## src/rtl/bdq_pkg.sv

```systemverilog
// Package for the bounded deque with search.
// Holds request and status codes, sequencer states and field types.
// No dependencies.
package bdq_pkg;

	localparam int OP_W     = 3;
	localparam int POS_W    = 6;
	localparam int COUNT_W  = 7;
	localparam int STATUS_W = 2;
	localparam int LIMIT_W  = 7;

	typedef logic [OP_W-1:0]     op_t;
	typedef logic [POS_W-1:0]    pos_t;
	typedef logic [COUNT_W-1:0]  count_t;
	typedef logic [STATUS_W-1:0] status_t;
	typedef logic [LIMIT_W-1:0]  limit_t;

	localparam op_t OP_PUSH_BACK  = 3'd0;
	localparam op_t OP_PUSH_FRONT = 3'd1;
	localparam op_t OP_POP_BACK   = 3'd2;
	localparam op_t OP_POP_FRONT  = 3'd3;
	localparam op_t OP_READ_AT    = 3'd4;
	localparam op_t OP_CONTAINS   = 3'd5;
	localparam op_t OP_SIZE       = 3'd6;

	localparam status_t STS_OK    = 2'd0;
	localparam status_t STS_FULL  = 2'd1;
	localparam status_t STS_EMPTY = 2'd2;
	localparam status_t STS_RANGE = 2'd3;

	typedef enum logic [2:0] {
		S_IDLE,
		S_EXEC,
		S_READ,
		S_SCAN,
		S_CHECK,
		S_DONE
	} state_t;

endpackage

```

## src/rtl/bounded_deque_with_search_top.sv

```systemverilog
// Bounded double-ended queue of words with search, as a ring buffer.
// Steps: push, size and refused requests pass exec then done; a pop or read at that returns
// an entry adds a read step; contains adds scan and check per entry compared up to the first match.
// The next transaction is accepted once its result is valid; a held result holds the next.
// Reset clears head, occupancy, limit and control; the entry RAM is not cleared.
// Depends on bdq_pkg, bdq_unit and bdq_ram.
module bounded_deque_with_search_top #(
	parameter int DEPTH     = 64,
	parameter int WORD_BITS = 32
) (
	input  logic                                 clk,
	input  logic                                 arst_n,
	input  logic                                 cfg_we,
	input  bdq_pkg::limit_t                      cfg_wdata,
	input  logic                                 s_axis_tvalid,
	output logic                                 s_axis_tready,
	// value, position
	input  logic [((WORD_BITS+bdq_pkg::POS_W+7)/8)*8-1:0]   s_axis_tdata,
	// op
	input  bdq_pkg::op_t                         s_axis_tuser,
	output logic                                 m_axis_tvalid,
	input  logic                                 m_axis_tready,
	// data, count
	output logic [((WORD_BITS+bdq_pkg::COUNT_W+7)/8)*8-1:0] m_axis_tdata,
	// found, status
	output logic [bdq_pkg::STATUS_W:0]           m_axis_tuser
);

	localparam int ADDR_W    = $clog2(DEPTH);
	localparam int CNT_W     = $clog2(DEPTH+1);
	localparam int LW        = (CNT_W > bdq_pkg::LIMIT_W) ? CNT_W : bdq_pkg::LIMIT_W;
	localparam int PW        = (CNT_W > bdq_pkg::POS_W) ? CNT_W : bdq_pkg::POS_W;
	localparam int OUT_TD_W  = ((WORD_BITS+bdq_pkg::COUNT_W+7)/8)*8;

	bdq_pkg::state_t  state_q, state_d;
	bdq_pkg::limit_t  lim_q;
	bdq_pkg::op_t     op_q;
	bdq_pkg::pos_t    pos_q;
	bdq_pkg::status_t status_q;
	logic [WORD_BITS-1:0] val_q;
	logic [WORD_BITS-1:0] data_q;
	logic                 found_q;
	logic [ADDR_W-1:0]    head_q;
	logic [CNT_W-1:0]     occ_q;
	logic [ADDR_W-1:0]    idx_q;

	logic                 m_valid_q;
	logic [WORD_BITS-1:0] m_data_q;
	logic                 m_found_q;
	bdq_pkg::count_t      m_count_q;
	bdq_pkg::status_t     m_status_q;

	logic [ADDR_W-1:0]    unit_off;
	logic [ADDR_W-1:0]    unit_slot;
	logic                 unit_eq;
	logic                 ram_we, ram_re;
	logic [ADDR_W-1:0]    ram_raddr;
	logic [WORD_BITS-1:0] ram_rdata;

	logic [LW-1:0] lim_eff;
	logic          is_full, is_empty, pos_bad, scan_last, move_out;

	always_comb begin
		if (lim_q == '0 || LW'(lim_q) > LW'(DEPTH)) begin
			lim_eff = LW'(DEPTH);
		end else begin
			lim_eff = LW'(lim_q);
		end
	end

	assign is_full   = (LW'(occ_q) >= lim_eff);
	assign is_empty  = (occ_q == '0);
	assign pos_bad   = (PW'(pos_q) >= PW'(occ_q));
	assign scan_last = ((CNT_W'(idx_q) + CNT_W'(1)) >= occ_q);
	assign move_out  = (state_q == bdq_pkg::S_DONE) && (!m_valid_q || m_axis_tready);

	bdq_unit #(
		.DEPTH    (DEPTH),
		.WORD_BITS(WORD_BITS)
	) u_unit (
		.base  (head_q),
		.offset(unit_off),
		.slot  (unit_slot),
		.cmp_a (ram_rdata),
		.cmp_b (val_q),
		.equal (unit_eq)
	);

	bdq_ram #(
		.WIDTH(WORD_BITS),
		.DEPTH(DEPTH)
	) u_ram (
		.clk  (clk),
		.we   (ram_we),
		.waddr(unit_slot),
		.wdata(val_q),
		.re   (ram_re),
		.raddr(ram_raddr),
		.rdata(ram_rdata)
	);

	always_comb begin
		state_d = state_q;
		unique case (state_q)
			bdq_pkg::S_IDLE: begin
				if (s_axis_tvalid) begin
					state_d = bdq_pkg::S_EXEC;
				end
			end
			bdq_pkg::S_EXEC: begin
				case (op_q) inside
					bdq_pkg::OP_POP_BACK, bdq_pkg::OP_POP_FRONT: begin
						state_d = is_empty ? bdq_pkg::S_DONE : bdq_pkg::S_READ;
					end
					bdq_pkg::OP_READ_AT: begin
						state_d = pos_bad ? bdq_pkg::S_DONE : bdq_pkg::S_READ;
					end
					bdq_pkg::OP_CONTAINS: begin
						state_d = is_empty ? bdq_pkg::S_DONE : bdq_pkg::S_SCAN;
					end
					default: begin
						state_d = bdq_pkg::S_DONE;
					end
				endcase
			end
			bdq_pkg::S_READ: begin
				state_d = bdq_pkg::S_DONE;
			end
			bdq_pkg::S_SCAN: begin
				state_d = bdq_pkg::S_CHECK;
			end
			bdq_pkg::S_CHECK: begin
				state_d = (unit_eq || scan_last) ? bdq_pkg::S_DONE : bdq_pkg::S_SCAN;
			end
			bdq_pkg::S_DONE: begin
				if (move_out) begin
					state_d = bdq_pkg::S_IDLE;
				end
			end
			default: begin
				state_d = bdq_pkg::S_IDLE;
			end
		endcase
	end

	always_comb begin
		unit_off  = '0;
		ram_we    = 1'b0;
		ram_re    = 1'b0;
		ram_raddr = unit_slot;
		unique case (state_q)
			bdq_pkg::S_EXEC: begin
				unique case (op_q)
					bdq_pkg::OP_PUSH_BACK: begin
						unit_off = ADDR_W'(occ_q);
						ram_we   = !is_full;
					end
					bdq_pkg::OP_PUSH_FRONT: begin
						unit_off = ADDR_W'(DEPTH-1);
						ram_we   = !is_full;
					end
					bdq_pkg::OP_POP_BACK: begin
						unit_off = ADDR_W'(occ_q - CNT_W'(1));
						ram_re   = !is_empty;
					end
					bdq_pkg::OP_POP_FRONT: begin
						unit_off  = ADDR_W'(1);
						ram_raddr = head_q;
						ram_re    = !is_empty;
					end
					bdq_pkg::OP_READ_AT: begin
						unit_off = ADDR_W'(pos_q);
						ram_re   = !pos_bad;
					end
					default: begin
						unit_off = '0;
					end
				endcase
			end
			bdq_pkg::S_SCAN: begin
				unit_off = idx_q;
				ram_re   = 1'b1;
			end
			default: begin
				unit_off = '0;
			end
		endcase
	end

	always_ff @(posedge clk or negedge arst_n) begin
		if (!arst_n) begin
			state_q   <= bdq_pkg::S_IDLE;
			lim_q     <= '0;
			head_q    <= '0;
			occ_q     <= '0;
			m_valid_q <= 1'b0;
		end else begin
			state_q <= state_d;
			if (cfg_we) begin
				lim_q <= cfg_wdata;
			end
			if (state_q == bdq_pkg::S_EXEC) begin
				unique case (op_q)
					bdq_pkg::OP_PUSH_BACK: begin
						if (!is_full) begin
							occ_q <= occ_q + CNT_W'(1);
						end
					end
					bdq_pkg::OP_PUSH_FRONT: begin
						if (!is_full) begin
							head_q <= unit_slot;
							occ_q  <= occ_q + CNT_W'(1);
						end
					end
					bdq_pkg::OP_POP_BACK: begin
						if (!is_empty) begin
							occ_q <= occ_q - CNT_W'(1);
						end
					end
					bdq_pkg::OP_POP_FRONT: begin
						if (!is_empty) begin
							head_q <= unit_slot;
							occ_q  <= occ_q - CNT_W'(1);
						end
					end
					default: begin
						occ_q <= occ_q;
					end
				endcase
			end
			if (move_out) begin
				m_valid_q <= 1'b1;
			end else if (m_axis_tready) begin
				m_valid_q <= 1'b0;
			end
		end
	end

	always_ff @(posedge clk) begin
		unique case (state_q)
			bdq_pkg::S_IDLE: begin
				if (s_axis_tvalid) begin
					op_q     <= s_axis_tuser;
					val_q    <= s_axis_tdata[WORD_BITS-1:0];
					pos_q    <= s_axis_tdata[WORD_BITS +: bdq_pkg::POS_W];
					data_q   <= '0;
					found_q  <= 1'b0;
					status_q <= bdq_pkg::STS_OK;
					idx_q    <= '0;
				end
			end
			bdq_pkg::S_EXEC: begin
				case (op_q) inside
					bdq_pkg::OP_PUSH_BACK, bdq_pkg::OP_PUSH_FRONT: begin
						if (is_full) begin
							status_q <= bdq_pkg::STS_FULL;
						end
					end
					bdq_pkg::OP_POP_BACK, bdq_pkg::OP_POP_FRONT: begin
						if (is_empty) begin
							status_q <= bdq_pkg::STS_EMPTY;
						end
					end
					bdq_pkg::OP_READ_AT: begin
						if (pos_bad) begin
							status_q <= bdq_pkg::STS_RANGE;
						end
					end
					default: begin
						status_q <= status_q;
					end
				endcase
			end
			bdq_pkg::S_READ: begin
				data_q <= ram_rdata;
			end
			bdq_pkg::S_CHECK: begin
				if (unit_eq) begin
					found_q <= 1'b1;
				end
				idx_q <= idx_q + ADDR_W'(1);
			end
			bdq_pkg::S_DONE: begin
				if (move_out) begin
					m_data_q   <= data_q;
					m_found_q  <= found_q;
					m_count_q  <= bdq_pkg::count_t'(occ_q);
					m_status_q <= status_q;
				end
			end
			default: begin
				idx_q <= idx_q;
			end
		endcase
	end

	assign s_axis_tready = (state_q == bdq_pkg::S_IDLE);
	assign m_axis_tvalid = m_valid_q;
	assign m_axis_tdata  = OUT_TD_W'({m_count_q, m_data_q});
	assign m_axis_tuser  = {m_status_q, m_found_q};

	assert property (@(posedge clk) disable iff (!arst_n)
		occ_q <= CNT_W'(DEPTH))
		else $error("occupancy above depth");

	assert property (@(posedge clk) disable iff (!arst_n)
		(s_axis_tvalid && s_axis_tready) |=> (state_q == bdq_pkg::S_EXEC))
		else $error("accepted transaction did not start execution");

	assert property (@(posedge clk) disable iff (!arst_n)
		!(ram_we && ram_re))
		else $error("entry RAM written and read in one cycle");

	assert property (@(posedge clk) disable iff (!arst_n)
		move_out |=> (m_valid_q && m_count_q == bdq_pkg::count_t'(occ_q)))
		else $error("result count differs from occupancy");

	assert property (@(posedge clk) disable iff (!arst_n)
		(state_q == bdq_pkg::S_DONE && found_q) |-> (op_q == bdq_pkg::OP_CONTAINS))
		else $error("found flag set outside a search");

endmodule

```

## src/rtl/bdq_ram.sv

```systemverilog
// Generic single-port-write, single-port-read RAM with registered read data.
// No dependencies.
module bdq_ram #(
	parameter int WIDTH = 32,
	parameter int DEPTH = 64
) (
	input  logic                     clk,
	input  logic                     we,
	input  logic [$clog2(DEPTH)-1:0] waddr,
	input  logic [WIDTH-1:0]         wdata,
	input  logic                     re,
	input  logic [$clog2(DEPTH)-1:0] raddr,
	output logic [WIDTH-1:0]         rdata
);

	logic [WIDTH-1:0] mem_q [DEPTH];
	logic [WIDTH-1:0] rdata_q;

	always_ff @(posedge clk) begin
		if (we) begin
			mem_q[waddr] <= wdata;
		end
		if (re) begin
			rdata_q <= mem_q[raddr];
		end
	end

	assign rdata = rdata_q;

endmodule

```

## src/rtl/bdq_unit.sv

```systemverilog
// Shared unit of the deque sequencer: ring slot arithmetic and word compare.
// No dependencies.
module bdq_unit #(
	parameter int DEPTH     = 64,
	parameter int WORD_BITS = 32
) (
	input  logic [$clog2(DEPTH)-1:0] base,
	input  logic [$clog2(DEPTH)-1:0] offset,
	output logic [$clog2(DEPTH)-1:0] slot,
	input  logic [WORD_BITS-1:0]     cmp_a,
	input  logic [WORD_BITS-1:0]     cmp_b,
	output logic                     equal
);

	localparam int ADDR_W = $clog2(DEPTH);

	logic [ADDR_W:0] sum;

	always_comb begin
		sum = {1'b0, base} + {1'b0, offset};
		if (sum >= (ADDR_W+1)'(DEPTH)) begin
			sum = sum - (ADDR_W+1)'(DEPTH);
		end
	end

	assign slot  = sum[ADDR_W-1:0];
	assign equal = (cmp_a == cmp_b);

endmodule
```

## config.mk

```make
export PLATFORM = sky130hd
export DESIGN_NAME = bounded_deque_with_search_top
export DESIGN_NICKNAME = d
export VERILOG_FILES = /design/src/rtl/bdq_pkg.sv /design/src/rtl/bounded_deque_with_search_top.sv /design/src/rtl/bdq_ram.sv /design/src/rtl/bdq_unit.sv
export SDC_FILE = /design/constraint.sdc
export NUM_CORES = 2
export LEC_CHECK = 0
export ABC_CLOCK_PERIOD_IN_PS = 6100
export BUFFER_PORTS_ARGS = -buffer_cell sky130_fd_sc_hd__buf_2
export CAP_MARGIN = 15
export CORE_ASPECT_RATIO = 2
export CORE_MARGIN = 10
export CORE_UTILIZATION = 45
export CTS_CLUSTER_SIZE = 25
export DETAILED_ROUTE_END_ITERATION = 7
export REMOVE_ABC_BUFFERS = 1
export SLEW_MARGIN = 10
export SYNTH_ARGS = -nofsm -noshare
export SYNTH_HDL_FRONTEND = slang
export SYNTH_SLANG_ARGS = --single-unit
```

## constraint.sdc

```tcl
create_clock -name clk -period 6.1 [get_ports clk]
set_clock_uncertainty 0.2 [all_clocks]
set_input_delay 0.61 -clock clk [delete_from_list [all_inputs] [get_ports clk]]
set_output_delay 0.61 -clock clk [all_outputs]
set_load 0.01 [all_outputs]
```

After elaboration in Yosys (flattened, before gate mapping). Memory sizes are Yosys's and may differ from the RTL's. A register that Yosys moved wholly into a read port is not among the register bits. Cells that the tools add are included.

Register bits: 148. Memory bits (writable): 2048. Bits of input ports: 55. Output and inout bits: 45. Memories kept: 1.

$add $sub $neg: 6. $lt $le $gt $ge: 5. Eq/ne operators: 22. Multiplexer cells: 45. Reduce and logical (&&, ||, !) cells: 29.

Memory list: u_ram.mem_q (depth 64, bits a word 32, rd ports 1, clocked after Yosys merged registers in 1, write ports 1, line bdq_ram.sv:16) `logic [WIDTH-1:0] mem_q [DEPTH];`.

Operator list (number): 32-bit one-hot mux with 2 select lines (1); 6-bit two-way mux (6); 6-bit one-hot mux with 2 select lines (3); 32-bit equality test (1); 32-bit two-way mux (1); 6-bit one-hot mux with 5 select lines (1); 3-bit two-way mux (9); 7-bit two-way mux (3); 3-bit one-hot mux with 6 select lines (1); 7-bit >= comparator (2); 7-bit zero test (2); 2-bit two-way mux (7); 2-bit inequality test (second input constant) (7); 7-bit one-hot mux with 2 select lines (1); 3-bit by 2-bit equality test with 1-bit output (second input constant) (4); 3-bit equality test (second input constant) (4); 4-bit inequality test (second input constant) (3); 2-bit nonzero test (6); 2-bit AND reduction (5); 1-bit two-way mux (8); 4-bit AND reduction (2); 6-bit by 1-bit adder with 7-bit output (second input constant) (1); 6-bit by 6-bit adder with 7-bit output (1); 7-bit by 1-bit adder with 7-bit output (second input constant) (1); 17 further kinds (27).

Longest topological paths before layout.
Word-level depth: 9. Depth in mapped cells: 19. Mapped depth without buffers: 17.

By module. A second synthesis with hierarchy kept.

Cell total of the unflattened synthesis: 3848. Area total of the unflattened synthesis: 85811.0 um^2.

By module, submodules not included: bdq_ram (times used 1, cells an instance 3324, area each 78835.6 um^2, seq. area each 62459.9 um^2); bounded_deque_with_search_top (times used 1, cells an instance 460, area each 6451.2 um^2, seq. area each 4324.1 um^2); bdq_unit (times used 1, cells an instance 64, area each 524.3 um^2, seq. area each 0.0 um^2).

Worst setup path before layout. No wires, ideal clock.

Path kind: register to register. From: reg occ_q[0]. To: mem u_ram.mem_q[39][10], enable pin. Library setup time: 421 ps. Data arrival time: 4297 ps. Data required time: 5479 ps. Setup slack: 1182 ps. Stages on the path, launching flop included: 18. Path buffers: 0. Cell sequence: dfrtp_1 > inv_1 > ha_1 > nor2b_1 > a21oi_1 > o22a_1 > nor2_1 > a21oi_1 > o21ai_0 > ha_1 > o21ai_0 > o21bai_1 > a21oi_1 > o21a_1 > nor2_1 > xnor2_1 > nand2_1 > nor2_1.

Word-level cells in the longest chain between the ends: 6. Elaborated cells between the ends (all ways): 13. Classes of those cells: add/sub: 3; order compare: 2; mux: 7; reduce/logical: 1.

Ends and longest elaborated chain: start: declaration (line bounded_deque_with_search_top.sv:44) `logic [CNT_W-1:0] occ_q;`; start signal: assignment (line bounded_deque_with_search_top.sv:206) `occ_q <= occ_q + CNT_W'(1);`; start signal: assignment (line bounded_deque_with_search_top.sv:212) `occ_q <= occ_q + CNT_W'(1);`; start signal: assignment (line bounded_deque_with_search_top.sv:217) `occ_q <= occ_q - CNT_W'(1);`; 7-bit by 1-bit subtractor with 7-bit output or 7-bit >= comparator (tied branches); 6-bit one-hot mux with 5 select lines or 1-bit zero test (tied branches); 6-bit one-hot mux with 2 select lines or 1-bit two-way mux (tied branches); 6-bit by 6-bit adder with 7-bit output or 1-bit two-way mux (tied branches) (line bdq_unit.sv:20, bounded_deque_with_search_top.sv:151); 6-bit by 1-bit subtractor with 6-bit output (tied with other cells) (line bdq_unit.sv:22) `sum = sum - (ADDR_W+1)'(DEPTH);`; 6-bit two-way mux or 1-bit two-way mux (tied branches) (line bdq_unit.sv:21, bdq_ram.sv:21); end: declaration (line bdq_ram.sv:16).

Several ways; a longest one is shown, not always the timed one.

Final worst setup path.
From: reg state_q[2]. To: reg u_ram.rdata_q[0] (netlist: u_ram.rdata[0]), read port of u_ram.mem_q (data pin).

Word-level cells in the longest chain between the ends: 7. Elaborated cells between the ends (all ways): 10. Classes of those cells: add/sub: 2; order compare: 1; eq/ne: 2; mux: 5.

Ends and longest elaborated chain: start: declaration (line bounded_deque_with_search_top.sv:35) `bdq_pkg::state_t state_q, state_d;`; start signal: assignment (line bounded_deque_with_search_top.sv:192) `state_q <= bdq_pkg::S_IDLE;`; start signal: assignment (line bounded_deque_with_search_top.sv:198) `state_q <= state_d;`; 3-bit by 2-bit equality test with 1-bit output or 3-bit by 1-bit equality test with 1-bit output (tied branches) (line bounded_deque_with_search_top.sv:151) `unique case (state_q)`; 6-bit one-hot mux with 2 select lines (line bounded_deque_with_search_top.sv:151); 6-bit by 6-bit adder with 7-bit output (line bdq_unit.sv:20) `sum = {1'b0, base} + {1'b0, offset};`; 6-bit by 1-bit subtractor with 6-bit output or 7-bit >= comparator (tied branches) (line bdq_unit.sv:22, bdq_unit.sv:21); 6-bit two-way mux (line bdq_unit.sv:21) `if (sum >= (ADDR_W+1)'(DEPTH)) begin`; 6-bit two-way mux (line bounded_deque_with_search_top.sv:153) `unique case (op_q)`; 6-bit two-way mux (line bounded_deque_with_search_top.sv:151); end: declaration (line bdq_ram.sv:17) `logic [WIDTH-1:0] rdata_q;`.

Several ways; a longest one is shown, not always the timed one. A chain may end at the register's enable or synchronous reset.

==> impl_summary.md <==
Status
The flow ran to the end, and the final reports show no timing, DRC or antenna violations.

Pwr
The analysis attributes to cell leakage a power of 0.0307 uW. The worst IR drop on VDD is 464 uV. Dividing total power by cell area gives a power density of 537 mW/mm^2.

CTS
The clock latency on the worst-skew pair is 0.83 ns. The tree is rooted in a sky130_fd_sc_hd__clkbuf_16. The number of hold buffers added after CTS was 58.

The CTS tree is done. Clock-pin slew was measured on the worst setup and hold paths at 0.07 ns. Once the clock tree was built, the resizer swapped 0 gates to a different size. The TritonCTS sink count is 2228. The clock tree buffer depth is 4. The H-tree generated during clock tree synthesis spans 4 levels. Counting the buffers created by CTS gives 188. Once the clock tree was built, the setup fixing pass inserted 0 buffers.

GRT
The via count of the first global-routing pass was 42265. The first global-routing pass estimated 319 mm of wire. The combined global-route utilization of all metal layers is 21.5%. Entering global routing, the biggest net connects 75 pins. The number of antenna violations at the first check in global routing is 4. For this run the aggregate overflow at the end of global routing stands at 0.

Placed design
The routability congestion estimate from global placement is 0.863. The cell count after placement is 6402. After legalization and detailed placement, the total HPWL measured 134 mm. Buffers placed on the I/O ports in this run total 96.

Floorplanning
The cell row count is 226. The region available for standard cell placement spans 0.190 mm^2. Measured along the x axis, the die boundary spans 329 um. The die covers 0.210 mm^2. The count of pins on the block boundary is 100. The vertical extent of the die is 638 um.

The initial standard-cell utilization of the core is 45.3%.

Worst setup path
The worst setup path is captured at a flop. The delay of the slowest critical-path stage is 0.66 ns. The master of the slowest instance on the critical path is sky130_fd_sc_hd__a221oi_1. The element type at the critical path start is a flop. On the critical path the largest part of the delay comes from compound AO/OA/AOI/OAI gates. The data arrival time of the critical path is 6.03 ns.

Data on the critical path is required at its endpoint by 6.43 ns. The depth of the worst register-to-register path is 14. The cell count along the critical path is 14.

The largest fanout on the critical path is 43. The critical path start-end classification is reg -> reg. The end of the worst register-to-register path is u_ram.rdata[0]. Traced cell by cell, the critical path runs through nand2b_2, nor2_1, nand2_1, o21ai_0, ha_1, a21o_1, a21oi_1, xor2_1, o32ai_4, buf_12, buf_4, a22o_1, a221oi_1, a221oi_1. The startpoint identified for the worst register-to-register timing path is state_q[2]. The most repeated library cell on the critical path is sky130_fd_sc_hd__a221oi_1. In this run the register-to-register setup slack is 0.40 ns. The critical path contains buffers and inverters numbering 2 combined.

Logic synthesis
By count the netlist is led by sky130_fd_sc_hd__edfxtp_1, sky130_fd_sc_hd__mux4_2, sky130_fd_sc_hd__a22oi_1, sky130_fd_sc_hd__nand2_1, sky130_fd_sc_hd__nor2_1. For this run, the number of Yosys warnings is 0. Averaged over all synthesized cells, the footprint is 22.8 um^2. The number of synthesized register bits is 2228. The post-synthesis cell count is 3770.

The number of synthesized flops with an enable pin is 2204. The cell with the most instances after synthesis is sky130_fd_sc_hd__edfxtp_1. The fraction of synthesized cell area taken by the top area cell type is 77.0%. The combined area of all synthesized cells is 0.0859 mm^2. Yosys attributes the largest share of cell area to sky130_fd_sc_hd__edfxtp_1, sky130_fd_sc_hd__mux4_2, sky130_fd_sc_hd__a22oi_1. The synthesized netlist contains 60 unique library cells.

The sequential cell area fraction in the yosys report is 77.7%. The dominant cell type by area after synthesis is sky130_fd_sc_hd__edfxtp_1. The proportion of synthesized flip-flops having asynchronous set or reset is 1.08%.

Among all flip-flop cells after synthesis, the most frequent one is sky130_fd_sc_hd__edfxtp_1.

Cells and area
Of the cells placed in the final design, the portion with a size suffix greater than 1 is 28.1%. At the end of the flow, the number of nets in the layout was 4227. Relative to the synthesized area, the layout overhead comes to 13.6%. The final standard cell count with taps included and fillers excluded is 6787.

STA
Setup violations remaining at the end of the flow were counted as 0. The number of hold violations in the final report is 0. The smallest clock period supported by the final layout is computed as 5.70 ns. The final number of max-transition violations came to 0. Setup repair after global routing left no endpoint under its margin. For the pin with the worst max-slew slack, the measured transition is 1.08 ns. The total negative slack is 0 ns. Derived from the worst setup path, the maximum achievable clock frequency is 175 MHz. Headroom to the max-slew limit came out at 28.0%. Final hold analysis gives a worst-case slack of 0.157 ns. The share of the clock period used by the worst path after layout is 93.5%.

Detailed routing
The length of the first detailed-routing pass in iterations is 6. The detailed-route DRC error count is 0. The final antenna-violating net count is 0.

For this block, the routed nets add up to 227 mm of wire. The overall via count from detail_route is 40439. After detailed routing, the number of vias per cell comes to 5.96. The iteration-0 DRC count of the detailed router is 4366. After detailed routing, the average wire length per cell comes to 33.5 um.

Run
The total of max-cap violations is 0.

Worst hold path
The classification of the worst-slack hold path is in -> async.
-- how the worst max path moves through the flow --
stage,endpoint,start
floorplan,u_ram.rdata[10],op_q[0]
global placement,u_ram.rdata[0],occ_q[0]
detailed placement,u_ram.rdata[0],occ_q[0]
CTS,u_ram.rdata[0],occ_q[0]
global route,u_ram.rdata[0],state_q[2]
finish,u_ram.rdata[0],state_q[2]
-- logic make-up after synthesis --
| group | after synthesis | share of synthesized area, % |
|---|---|---|
| compound gates | 400 | 4.02 |
| xor+xnor | 51 | 0.520 |
| fa+ha+maj | 30 | 0.446 |
| buf+inv | 218 | 1.83 |
| flops | 2228 | 77.7 |
| mux | 526 | 13.8 |
| other cells | 1 | 0.00436 |
| simple gates | 316 | 1.68 |
-- per-layer routing --
layer	vias to the layer above	wire (um)	global-route usage, %
li1	16814	-	-
met1	21709	77800	24.2
met2	1467	121000	38.4
met3	449	10800	2.21
met4	0	18400	14.4
met5	-	0	0
-- sequential cells by signal (all words and copies together), names as in the netlist --
name           cells
m_axis_tvalid      1
m_data_q          32
head_q             6
u_ram.mem_q     2048
m_count_q          7
m_status_q         2
found_q            1
state_q            3
u_ram.rdata       32
m_found_q          1
data_q            32
val_q             32
status_q           2
lim_q              7
pos_q              6
op_q               3
idx_q              6
occ_q              7
-- power breakdown --
group / switching, uW / internal [uW] / total, uW
clock: 5330 / 6800 / 12100
combinational: 13500 / 8410 / 21900
sequential: 349 / 18000 / 18300
-- cell usage in the layout, fill, tap and decap left out, types with 12 or more instances in the layout --
cell type                       synthesis  layout
sky130_fd_sc_hd__clkinv_1               1      31
sky130_fd_sc_hd__ha_1                  29      29
sky130_fd_sc_hd__bufinv_16              0      24
sky130_fd_sc_hd__o21ai_0               15      15
sky130_fd_sc_hd__clkbuf_16              0     193
sky130_fd_sc_hd__clkbuf_1              43      40
sky130_fd_sc_hd__edfxtp_1            2204    2204
sky130_fd_sc_hd__clkinv_2               0      21
sky130_fd_sc_hd__nor2b_1               13      12
sky130_fd_sc_hd__buf_12                 9      48
sky130_fd_sc_hd__a22o_1                64      64
sky130_fd_sc_hd__nor2_1                99      33
sky130_fd_sc_hd__dfrtp_1               24      24
sky130_fd_sc_hd__and2_1                35      35
sky130_fd_sc_hd__nand2_1              109     109
sky130_fd_sc_hd__mux4_2               475     475
sky130_fd_sc_hd__inv_1                 15      14
sky130_fd_sc_hd__buf_2                 70      96
sky130_fd_sc_hd__o22ai_1               33      33
sky130_fd_sc_hd__nor2_4                 0      66
sky130_fd_sc_hd__a22oi_1              131     131
sky130_fd_sc_hd__buf_4                 14     182
sky130_fd_sc_hd__xnor2_1               47      47
sky130_fd_sc_hd__a21oi_1               25      25
sky130_fd_sc_hd__nand2b_1              12      12
sky130_fd_sc_hd__dlygate4sd3_1          0      58
sky130_fd_sc_hd__a221oi_1              37      37
sky130_fd_sc_hd__a221oi_2              60      60
sky130_fd_sc_hd__mux4_1                37      37
-- metrics by stage --
| stage | total power (uW) | setup slack (ns) | cell area (um^2) | util (%) |
|---|---|---|---|---|
| floorplan | 27900 | -47.08 | 84400 | - |
| global placement | 40600 | 0.553 | 91000 | 47.9 |
| detailed placement | 40800 | 0.415 | 91000 | 47.9 |
| CTS | 52900 | 0.401 | 97600 | 51.4 |
| global route | 53900 | 0.251 | 97600 | 51.4 |
| finish | 52400 | 0.397 | 97600 | 51.4 |
-- area by class of cell --
type                    count  area [um^2]
clock inverters            89         1050
multi-input cells        1324        18200
repair buffers            384         3390
diodes                      5         12.5
flip-flops and latches   2228        66800
clock buffers             233         4980
inverters                  16         60.1
well taps                2508         3140
fillers                 14654        92100
(Power assumes the default switching activity.)
